--- src/ocd_pkg.sv ---
`default_nettype none

package ocd_pkg;

    // Default arc accumulator width
    localparam int ARC_BITS_DEF = 32;

    // Field widths
    localparam int BYTE_W   = 8;
    localparam int LEN_W    = 16;
    localparam int ARC_W    = 32;
    localparam int IN_W     = 24;    // in_byte + content_length, whole bytes
    localparam int OUT_W    = 32;    // arc_value, whole bytes
    localparam int STATUS_W = 2;

    // Encoding constants
    localparam logic [7:0] CONT_BIT   = 8'h80;
    localparam logic [7:0] FIRST_DIV  = 8'd40;
    localparam logic [7:0] FIRST_DIV2 = 8'd80;

    // Result queue
    localparam int RES_FIFO_DEPTH = 4;
    localparam int RES_PTR_W      = $clog2(RES_FIFO_DEPTH);
    localparam int RES_CNT_W      = $clog2(RES_FIFO_DEPTH + 1);

    typedef enum logic [STATUS_W-1:0] {
        ST_OK    = 2'd0,
        ST_OVF   = 2'd1,
        ST_TRUNC = 2'd2
    } t_status;

    typedef struct packed {
        logic [ARC_W-1:0] arc_value;
        logic             last_arc;
        t_status          status;
    } t_res;

    // Up to two results per request
    typedef struct packed {
        logic [1:0] cnt;
        t_res       r0;
        t_res       r1;
    } t_dec;

endpackage

`default_nettype wire

--- src/ocd_decode.sv ---
`default_nettype none

module ocd_decode #(
    parameter int ARC_BITS = ocd_pkg::ARC_BITS_DEF
) (
    input  wire                            i_clk,
    input  wire                            i_rst_n,
    input  wire                            i_take,
    input  wire  [ocd_pkg::BYTE_W-1:0]     i_byte,
    input  wire  [ocd_pkg::LEN_W-1:0]      i_len,
    output ocd_pkg::t_dec                  o_dec
);

    logic [ARC_BITS-1:0]         r_acc, n_acc, acc_step;
    logic [ocd_pkg::LEN_W-1:0]   r_left, n_left, left_dec, len_eff;
    logic                        r_ovf, n_ovf, sat, step_ovf;
    logic [ocd_pkg::ARC_W-1:0]   acc_out;
    logic [1:0]                  first_arc;
    logic [ocd_pkg::BYTE_W-1:0]  second_arc;

    // Would another 7-bit shift lose bits?
    assign sat      = r_ovf || (r_acc[ARC_BITS-1 -: 7] != '0);
    assign step_ovf = sat;
    assign acc_step = sat ? '1 : {r_acc[ARC_BITS-8:0], i_byte[6:0]};
    assign left_dec = r_left - 16'd1;
    assign len_eff  = (i_len == '0) ? 16'd1 : i_len;

    generate
        if (ARC_BITS >= ocd_pkg::ARC_W) begin : g_wide
            assign acc_out = acc_step[ocd_pkg::ARC_W-1:0];
        end else begin : g_narrow
            assign acc_out = {{(ocd_pkg::ARC_W-ARC_BITS){1'b0}}, acc_step};
        end
    endgenerate

    // First byte split into two arcs
    always_comb begin
        if (i_byte < ocd_pkg::FIRST_DIV) begin
            first_arc  = 2'd0;
            second_arc = i_byte;
        end else if (i_byte < ocd_pkg::FIRST_DIV2) begin
            first_arc  = 2'd1;
            second_arc = i_byte - ocd_pkg::FIRST_DIV;
        end else begin
            first_arc  = 2'd2;
            second_arc = i_byte - ocd_pkg::FIRST_DIV2;
        end
    end

    always_comb begin
        o_dec  = '0;
        n_acc  = r_acc;
        n_left = r_left;
        n_ovf  = r_ovf;
        if (i_take) begin
            if (r_left == '0) begin
                n_left = len_eff - 16'd1;
                n_acc  = '0;
                n_ovf  = 1'b0;
                o_dec.cnt          = 2'd2;
                o_dec.r0.arc_value = {30'd0, first_arc};
                o_dec.r0.last_arc  = 1'b0;
                o_dec.r0.status    = ocd_pkg::ST_OK;
                o_dec.r1.arc_value = {24'd0, second_arc};
                o_dec.r1.last_arc  = (len_eff == 16'd1);
                o_dec.r1.status    = ocd_pkg::ST_OK;
            end else begin
                n_left = left_dec;
                if ((i_byte & ocd_pkg::CONT_BIT) == '0) begin
                    o_dec.cnt          = 2'd1;
                    o_dec.r0.arc_value = acc_out;
                    o_dec.r0.last_arc  = (left_dec == '0);
                    o_dec.r0.status    = step_ovf ? ocd_pkg::ST_OVF : ocd_pkg::ST_OK;
                    n_acc = '0;
                    n_ovf = 1'b0;
                end else if (left_dec == '0) begin
                    // content ran out inside an arc
                    o_dec.cnt          = 2'd1;
                    o_dec.r0.arc_value = acc_out;
                    o_dec.r0.last_arc  = 1'b1;
                    o_dec.r0.status    = ocd_pkg::ST_TRUNC;
                    n_acc = '0;
                    n_ovf = 1'b0;
                end else begin
                    n_acc = acc_step;
                    n_ovf = step_ovf;
                end
            end
        end
    end

    always_ff @(posedge i_clk) begin
        if (!i_rst_n) begin
            r_acc  <= '0;
            r_left <= '0;
            r_ovf  <= 1'b0;
        end else begin
            r_acc  <= n_acc;
            r_left <= n_left;
            r_ovf  <= n_ovf;
        end
    end

    a_first_clears: assert property (@(posedge i_clk) disable iff (!i_rst_n)
        i_take && (r_left == '0) |=> (r_acc == '0) && !r_ovf)
        else $error("accumulator not cleared by first byte");

    a_left_counts: assert property (@(posedge i_clk) disable iff (!i_rst_n)
        i_take && (r_left != '0) |=> r_left == $past(r_left) - 16'd1)
        else $error("byte count did not step down");

    a_trunc_last: assert property (@(posedge i_clk) disable iff (!i_rst_n)
        (o_dec.r0.status == ocd_pkg::ST_TRUNC) |-> o_dec.r0.last_arc && (o_dec.cnt == 2'd1))
        else $error("truncated arc not marked last");

endmodule

`default_nettype wire

--- src/ocd_res_fifo.sv ---
`default_nettype none

module ocd_res_fifo (
    input  wire                 i_clk,
    input  wire                 i_rst_n,
    input  ocd_pkg::t_dec       i_dec,
    input  wire                 i_pop,
    output logic                o_valid,
    output ocd_pkg::t_res       o_head,
    output logic                o_room2
);

    localparam int D = ocd_pkg::RES_FIFO_DEPTH;

    ocd_pkg::t_res                   r_mem [D];
    logic [ocd_pkg::RES_PTR_W-1:0]   r_wp, r_rp, wp1;
    logic [ocd_pkg::RES_CNT_W-1:0]   r_count, n_count;

    assign wp1     = r_wp + 1'b1;
    assign o_valid = (r_count != '0);
    assign o_head  = r_mem[r_rp];
    assign o_room2 = (r_count <= ocd_pkg::RES_CNT_W'(D - 2));
    assign n_count = r_count + ocd_pkg::RES_CNT_W'(i_dec.cnt)
                   - ocd_pkg::RES_CNT_W'(i_pop);

    always_ff @(posedge i_clk) begin
        if (i_dec.cnt != 2'd0) begin
            r_mem[r_wp] <= i_dec.r0;
        end
        if (i_dec.cnt == 2'd2) begin
            r_mem[wp1] <= i_dec.r1;
        end
    end

    always_ff @(posedge i_clk) begin
        if (!i_rst_n) begin
            r_wp    <= '0;
            r_rp    <= '0;
            r_count <= '0;
        end else begin
            r_wp    <= r_wp + ocd_pkg::RES_PTR_W'(i_dec.cnt);
            r_rp    <= r_rp + ocd_pkg::RES_PTR_W'(i_pop);
            r_count <= n_count;
        end
    end

    a_no_overfill: assert property (@(posedge i_clk) disable iff (!i_rst_n)
        r_count <= ocd_pkg::RES_CNT_W'(D))
        else $error("result queue overfilled");

    a_pop_nonempty: assert property (@(posedge i_clk) disable iff (!i_rst_n)
        i_pop |-> r_count != '0)
        else $error("pop from empty result queue");

    a_pair_push: assert property (@(posedge i_clk) disable iff (!i_rst_n)
        (i_dec.cnt == 2'd2) && !i_pop |=> r_count == $past(r_count) + 2'd2)
        else $error("pair push miscounted");

endmodule

`default_nettype wire

--- src/oid_content_decoder_top.sv ---
`default_nettype none

// BER object identifier content decoder. Content bytes arrive one per request
// on the slave stream, with the content byte count beside the first byte of
// each identifier (a count of zero is taken as one). The first byte gives two
// arcs (0, 1 or 2 by the standard split; bytes of 80 and up give arc 2).
// Later bytes collect 7-bit groups, most significant first, and each byte with
// its top bit clear emits one arc. Arcs wider than ARC_BITS saturate to all
// ones and carry status 1; content that ends inside an arc emits the partial
// value with status 2 and tlast. tlast marks the final arc of an identifier.
// Each continuation byte gives zero or one arc; the first byte of an
// identifier gives two arcs. A new byte is taken every cycle while the
// four-entry result queue has room for two arcs, so the master port's one
// arc per cycle (while m_axis_tready is high) is what sets the pace. A byte
// waits in the input register until the queue has room; its arcs are then
// written to the result queue and presented on the master from its head.

module oid_content_decoder_top #(
    parameter int ARC_BITS = ocd_pkg::ARC_BITS_DEF
) (
    input  wire                             i_clk,
    input  wire                             i_rst_n,
    input  wire                             s_axis_tvalid,
    output logic                            s_axis_tready,
    // [7:0] in_byte, [23:8] content_length
    input  wire  [ocd_pkg::IN_W-1:0]        s_axis_tdata,
    output logic                            m_axis_tvalid,
    input  wire                             m_axis_tready,
    // [31:0] arc_value
    output logic [ocd_pkg::OUT_W-1:0]       m_axis_tdata,
    output logic                            m_axis_tlast,
    // [1:0] status
    output logic [ocd_pkg::STATUS_W-1:0]    m_axis_tuser
);

    // input register
    logic                       r_in_valid;
    logic [ocd_pkg::IN_W-1:0]   r_in_data;
    logic                       fire, room2, pop;
    ocd_pkg::t_dec              dec;
    ocd_pkg::t_res              head;

    // decode the held byte once the queue can take both arcs of a first byte
    assign fire          = r_in_valid && room2;
    assign s_axis_tready = !r_in_valid || fire;
    assign pop           = m_axis_tvalid && m_axis_tready;

    always_ff @(posedge i_clk) begin
        if (!i_rst_n) begin
            r_in_valid <= 1'b0;
        end else if (s_axis_tready) begin
            r_in_valid <= s_axis_tvalid;
        end
    end

    always_ff @(posedge i_clk) begin
        if (s_axis_tvalid && s_axis_tready) begin
            r_in_data <= s_axis_tdata;
        end
    end

    ocd_decode #(
        .ARC_BITS (ARC_BITS)
    ) u_decode (
        .i_clk   (i_clk),
        .i_rst_n (i_rst_n),
        .i_take  (fire),
        .i_byte  (r_in_data[ocd_pkg::BYTE_W-1:0]),
        .i_len   (r_in_data[ocd_pkg::BYTE_W +: ocd_pkg::LEN_W]),
        .o_dec   (dec)
    );

    ocd_res_fifo u_res_fifo (
        .i_clk   (i_clk),
        .i_rst_n (i_rst_n),
        .i_dec   (dec),
        .i_pop   (pop),
        .o_valid (m_axis_tvalid),
        .o_head  (head),
        .o_room2 (room2)
    );

    assign m_axis_tdata = head.arc_value;
    assign m_axis_tlast = head.last_arc;
    assign m_axis_tuser = head.status;

endmodule

`default_nettype wire
--- config.mk ---
export PLATFORM = sky130hd
export DESIGN_NAME = oid_content_decoder_top
export DESIGN_NICKNAME = d
export VERILOG_FILES = /design/src/ocd_pkg.sv /design/src/ocd_decode.sv /design/src/ocd_res_fifo.sv /design/src/oid_content_decoder_top.sv
export SDC_FILE = /design/constraint.sdc
export NUM_CORES = 1
export LEC_CHECK = 0
export ABC_AREA = 1
export BUFFER_PORTS_ARGS = -buffer_cell sky130_fd_sc_hd__buf_2
export CORE_ASPECT_RATIO = 2
export CORE_MARGIN = 2
export CORE_UTILIZATION = 60
export CTS_CLUSTER_DIAMETER = 100
export CTS_CLUSTER_SIZE = 28
export DETAILED_ROUTE_END_ITERATION = 16
export GPL_TIMING_DRIVEN = 0
export PLACE_DENSITY = 0.79
export SKIP_LAST_GASP = 1
export SLEW_MARGIN = 15
export SYNTH_ARGS = -nofsm -noshare
export SYNTH_HDL_FRONTEND = slang
export SYNTH_SLANG_ARGS = --single-unit
--- constraint.sdc ---
create_clock -name i_clk -period 3.65 [get_ports i_clk]
set_clock_uncertainty 0.05 [all_clocks]
set_input_delay 0.9125 -clock i_clk [delete_from_list [all_inputs] [get_ports i_clk]]
set_output_delay 0.9125 -clock i_clk [all_outputs]
set_load 0.01 [all_outputs]
-- Yosys cells after proc, flatten, opt, wreduce, memory -nomap -nowiden
Memory sizes are Yosys's and may differ from the RTL's. A register that Yosys moved wholly into a read port is not among the register bits.
Cells that the tools add are included.
- bits in registers: 81
- memory bits (writable): 140
- bits of input ports: 28
- output and inout port bits: 37
- logic and storage cells: 60
- memories kept: 1
- $add $sub $neg: 9
- magnitude comparators: 3
- equality and inequality tests: 2
- muxes and demuxes: 24
- reduce and logical (&&, ||, !) cells: 13
- memories (memory ; depth ; bits a word ; rd ports ; clocked after Yosys merged registers in ; write ports ; line ; RTL):
    u_res_fifo.r_mem ; 4 ; 35 ; 1 ; 1 ; 2 ; ocd_res_fifo.sv:15 ; ocd_pkg::t_res r_mem [D];
- operators with widths (cell ; count):
    two-way mux 32 bit ; 4
    two-way mux 37 bit ; 2
    two-way mux 72 bit ; 1
    logical NOT 16 bit ; 3
    two-way mux 36 bit ; 1
    two-way mux 16 bit ; 2
    subtractor 16 x 1 -> 16 bit, second input constant ; 2
    equality test 16 x 1 -> 1 bit, second input constant ; 1
    two-way mux 8 bit ; 2
    two-way mux 11 bit ; 1
    logical NOT 8 bit ; 1
    < comparator 8 x 6 -> 1 bit, second input constant ; 1
    < comparator 8 x 7 -> 1 bit, second input constant ; 1
    two-way mux 1 bit ; 8
    subtractor 8 x 6 -> 8 bit, second input constant ; 1
    subtractor 8 x 7 -> 8 bit, second input constant ; 1
    nonzero test 7 bit ; 1
    two-way mux 2 bit ; 3
    adder 3 x 2 -> 3 bit ; 1
    <= comparator 3 x 2 -> 1 bit, second input constant ; 1
    logical AND 1 bit ; 3
    nonzero test 3 bit ; 1
    subtractor 3 x 1 -> 3 bit ; 1
    adder 2 x 1 -> 2 bit ; 1
    6 further kinds ; 7

-- Depth between registers and ports, before layout
- depth after elaboration: 10
- depth in mapped cells: 20

-- By module
From an unflattened synthesis, not the netlist that was laid out.
- cell total of the unflattened synthesis: 1469
- area total of the unflattened synthesis: 12792.3 um^2
- modules (own cells, without submodules) (module ; times used ; cells an instance ; area each (um^2)):
    ocd_res_fifo ; 1 ; 814 ; 8035.2
    ocd_decode ; 1 ; 620 ; 3970.1
    oid_content_decoder_top ; 1 ; 35 ; 787.0

-- Worst setup path before layout
No wires, ideal clock.
- kind: reg-to-reg
- start: reg u_decode.r_left[0] in the netlist's numbering
- end: reg u_res_fifo.r_count[2] in the netlist's numbering
- library setup time: 0.120 ns
- arrival: 2.534 ns
- data required time: 3.480 ns
- slack: 0.946 ns
- cell stages (with the launch flop): 19
- buffers on the path: 0
- period minus slack after synthesis: 2.704 ns
- cells stage by stage: dfxtp_1 > inv_2 > ha_1 > nand3_2 > nor2_2 > nand3_2 > nor2_1 > nand2_1 > nand2_1 > nor2_4 > nand2_4 > nand2_4 > nand2_4 > inv_1 > ha_1 > fa_1 > xor2_1 > o21ai_0 > a21oi_1
- cells in the longest elaborated chain, start to end: 8
- RTL lines (what ; line ; RTL):
    start, declared ; ocd_decode.sv:15 ; logic [ocd_pkg::LEN_W-1:0] r_left, n_left, left_dec, len_eff;
    start signal, assigned ; ocd_decode.sv:99 ; r_left <= n_left;
    subtractor 16 x 1 -> 16 bit ; ocd_decode.sv:25 ; assign left_dec = r_left - 16'd1;
    logical NOT 16 bit ; ocd_decode.sv:76 ; end else if (left_dec == '0) begin
    two-way mux 36 bit ; ocd_decode.sv:76 ;
    two-way mux 37 bit ; ocd_decode.sv:69 ; if ((i_byte & ocd_pkg::CONT_BIT) == '0) begin
    two-way mux 37 bit * ; ocd_decode.sv:56 ; if (r_left == '0) begin
    two-way mux 72 bit * ; ocd_decode.sv:55 ; if (i_take) begin
    adder 3 x 2 -> 3 bit * ; ocd_res_fifo.sv:23 ; assign n_count = r_count + ocd_pkg::RES_CNT_W'(i_dec.cnt)
    subtractor 3 x 1 -> 3 bit * ; ocd_res_fifo.sv:24 ; - ocd_pkg::RES_CNT_W'(i_pop);
    end signal, assigned ; ocd_res_fifo.sv:43 ; r_count <= n_count;
    end, declared ; ocd_res_fifo.sv:17 ; logic [ocd_pkg::RES_CNT_W-1:0] r_count, n_count;
Every way passes the cells marked *; elsewhere a longest branch is shown, timed or not.
A chain may end at the register's enable or synchronous reset.

==> impl_metrics.yaml <==
run_status:
  status: "complete, no violations"
floorplan:
  core-area_sq_mm: 0.0176
  dieArea_sq_mm: 0.0189
  rows: 69
  die_w_microns: 98.3
  top_level_ports: 65
  die_h_microns: 193
  initial_core_util_pct: 60.6
power_and_ir_drop:
  cellLeakagePower_nw: 5.02
  ir_drop_mv: 0.574
  powerDensity_mw_per_mm2: 673
  finalPower_mw: 7.79
sta:
  slew_viol_final: 0
  slew_headroom_pct: 50.6
  fin_setup_tns_ns: 0
  setup_viol_count_final: 0
  finalCritPeriodShare_pct: 94.5
  rsz0062_at_grt: "no"
  tightest_slew_ns: 0.735
  fin_crit_ns: 3.45
  clock.fmax_mhz: 290
  final_hold_viol_count: 0
cts:
  clk_latency_ns: 0.49
  htree_levels: 1
  ctsResizeCount: 0
  cts_hold_buf: 0
  numCtsBuffers: 11
  cts_tree: "built"
  cts_setup_buffers: 0
  path_clk_slew_ns: 0.11
  clock-sinks: 221
  cts.path.max_buffers: 3
  cts-root-buf: "clkbuf_16"
final_layout:
  fin_nets: 1549
  regArea_sq_mm: 0.00502
  area_growth_pct: 8.44
  fillers: 1595
  multiInputGateArea_sq_mm: 0.00493
  drive_gt1_share_pct: 8.75
  antenna_cells: 0
synthesis:
  ys_ff_latch: 221
  synth_cells: 1429
  synth_edf_count: 60
  synth.yosys.seq_area_share_pct: 47.1
  yosysWarnings: 0
  async_flop_share_pct: 0
  postSynthAreaPerCell_sq_um: 7.47
  syn_nets: 1471
  ys.flop_type: "dfxtp_1"
  syn_area_sq_mm: 0.0107
  synth.distinct_cells: 44
worst_hold_path:
  hold_depth: 2
  hold_start: "u_res_fifo.r_mem[1][26]"
  hold_end: "u_res_fifo.r_mem[1][26]"
  hold_path.class: "flip-flop to flip-flop"
routing:
  viasPerCell: 5.96
  routedWlPerCell_microns: 18.0
  wirelength_mm: 31.0
  via_count: 10300
  drt-initial-drc-count: 925
  drt_first_pass_iters: 5
  drtAntennaViolNets: 0
  drc: 0
placement:
  gp_congestion: 0.939
  hpwl_mm: 23.3
  io_buffer_count: 64
critical_path:
  worst-path-max-fanout: 10
  rr_worst_depth: 13
  crit_chain: "clkbuf_1 -> inv_1 -> clkbuf_1 -> o21ai_0 -> o22ai_1 -> buf_2"
  cp_top_family: "buffers and inverters"
  criticalPathCategory: "flip-flop to output port"
  slowest_stage: "clkbuf_1"
  end_kind: "output port"
  rrSetupSlack_ns: 0.39
  cpMostUsedCell: "clkbuf_1"
  crit_buf_inv: 4
  start_kind: "flip-flop"
  worstReg2RegStart: "u_decode.r_left[0]"
  max_stage_delay_ns: 0.46
  worst_r2r_endpoint: "u_res_fifo.r_mem[2][2]"
  required_ns: 2.69
  worstPathArrival_ns: 2.49
global_routing:
  grt_max_degree: 30
  gr-total-overflow: 0
  grt_usage_pct: 32.2
  grt_pass1_wl_mm: 48.8
  antenna_found_initial: 0
  grt_pass1_vias: 9541
run:
  cap_violations: 0
==> per-stage QoR <==
step,area [sq um],cells,setup slack (ns),hold WS (ns),utilization (%)
floorplan,10700,1429,0.946,0.389,-
global placement,11300,1706,0.212,0.397,63.9
detailed placement,11300,1707,0.161,0.401,64.0
CTS,11600,1722,0.0694,0.416,65.6
global route,11600,1722,0.164,0.432,65.7
finish,11600,1722,0.202,0.415,65.7
==> synthesized netlist by cell type, types with 5 or more instances <==
| cell | n | area (sq um) |
|---|---|---|
| xnor2_1 | 7 | 61.3 |
| o22ai_1 | 44 | 275 |
| edfxtp_1 | 60 | 1800 |
| a31oi_1 | 6 | 37.5 |
| or2_1 | 15 | 93.8 |
| nand3_1 | 148 | 741 |
| nand4_1 | 8 | 50.1 |
| a21oi_1 | 77 | 385 |
| ha_1 | 13 | 163 |
| nand2_1 | 360 | 1350 |
| o21ai_0 | 139 | 696 |
| nor2_4 | 6 | 67.6 |
| buf_2 | 12 | 60.1 |
| nor2_1 | 152 | 571 |
| nand2_2 | 5 | 31.3 |
| buf_6 | 5 | 56.3 |
| inv_1 | 78 | 293 |
| xor2_1 | 6 | 52.6 |
| inv_2 | 8 | 30.0 |
| dfxtp_1 | 161 | 3220 |
| or2_2 | 6 | 37.5 |
| clkbuf_1 | 71 | 267 |
==> where the power goes <==
group | internal [mW] | switching (mW)
logic | 1.06 | 2.25
registers | 2.91 | 0.235
clock network | 0.563 | 0.768
==> worst max-delay path by stage <==
stage / depth (start not counted) / slack [ns] / start / end
final: 6 / 0.20 / u_res_fifo.r_rp[1] / m_axis_tdata[11]
after global routing: 18 / 0.16 / u_decode.r_left[0] / u_res_fifo.r_count[2]
after detailed placement: 10 / 0.16 / u_decode.r_left[0] / u_res_fifo.r_mem[3][5]
after global placement: 10 / 0.21 / u_decode.r_left[0] / u_res_fifo.r_mem[3][5]
after CTS: 6 / 0.07 / u_res_fifo.r_rp[0] / m_axis_tdata[28]
after floorplan: 18 / 0.95 / u_decode.r_left[0] / u_res_fifo.r_count[2]
==> registers in the layout, indices dropped and copies added (netlist names) <==
| name | cells |
|---|---|
| r_in_data | 24 |
| r_in_valid | 1 |
| u_decode.r_acc | 32 |
| u_decode.r_left | 16 |
| u_decode.r_ovf | 1 |
| u_res_fifo.r_count | 3 |
| u_res_fifo.r_mem | 140 |
| u_res_fifo.r_rp | 2 |
| u_res_fifo.r_wp | 2 |
==> final cells by class <==
| type | instances | area share [%] |
|---|---|---|
| clock buffers | 14 | 2.48 |
| multi-input cells | 1030 | 42.6 |
| repair buffers | 65 | 2.87 |
| flip-flops and latches | 221 | 43.4 |
| inverters | 88 | 2.86 |
| well taps | 213 | 2.30 |
| plain buffers | 90 | 3.42 |
| clock inverters | 1 | 0.0433 |
==> placed cells by master, fill, tap and decap left out, types with 60 or more instances in the layout <==
cell type	count
dfxtp_1	161
nand3_1	148
a21oi_1	76
nor2_1	152
clkbuf_1	73
buf_2	76
nand2_1	360
edfxtp_1	60
o21ai_0	139
inv_1	78
==> cells by family after synthesis <==
family	Yosys count	share of synthesized area, %
DFF	221	47.1
buffers and inverters	178	6.79
AOI/OAI and AO/OA	286	14.5
xor gates and xnor gates	13	1.07
and+or+nand+nor	717	28.8
adders and majority gates	14	1.71
==> worst min-delay path, delay by kind of cell (launching register included) <==
family           cells  cell delay (ns)
AND/OR/NAND/NOR      2             0.11
flip-flops           1             0.32
==> metal layers <==
| metal | share of wire (%) | GRT usage, % | vias up |
|---|---|---|---|
| li1 | - | - | 4904 |
| met1 | 40 | 41.4 | 4750 |
| met2 | 49 | 56.1 | 500 |
| met3 | 7.2 | 2.93 | 110 |
| met4 | 4.0 | 12.1 | 0 |
| met5 | 0 | 0 | - |
No activity file was read; power rests on OpenSTA's default activity.
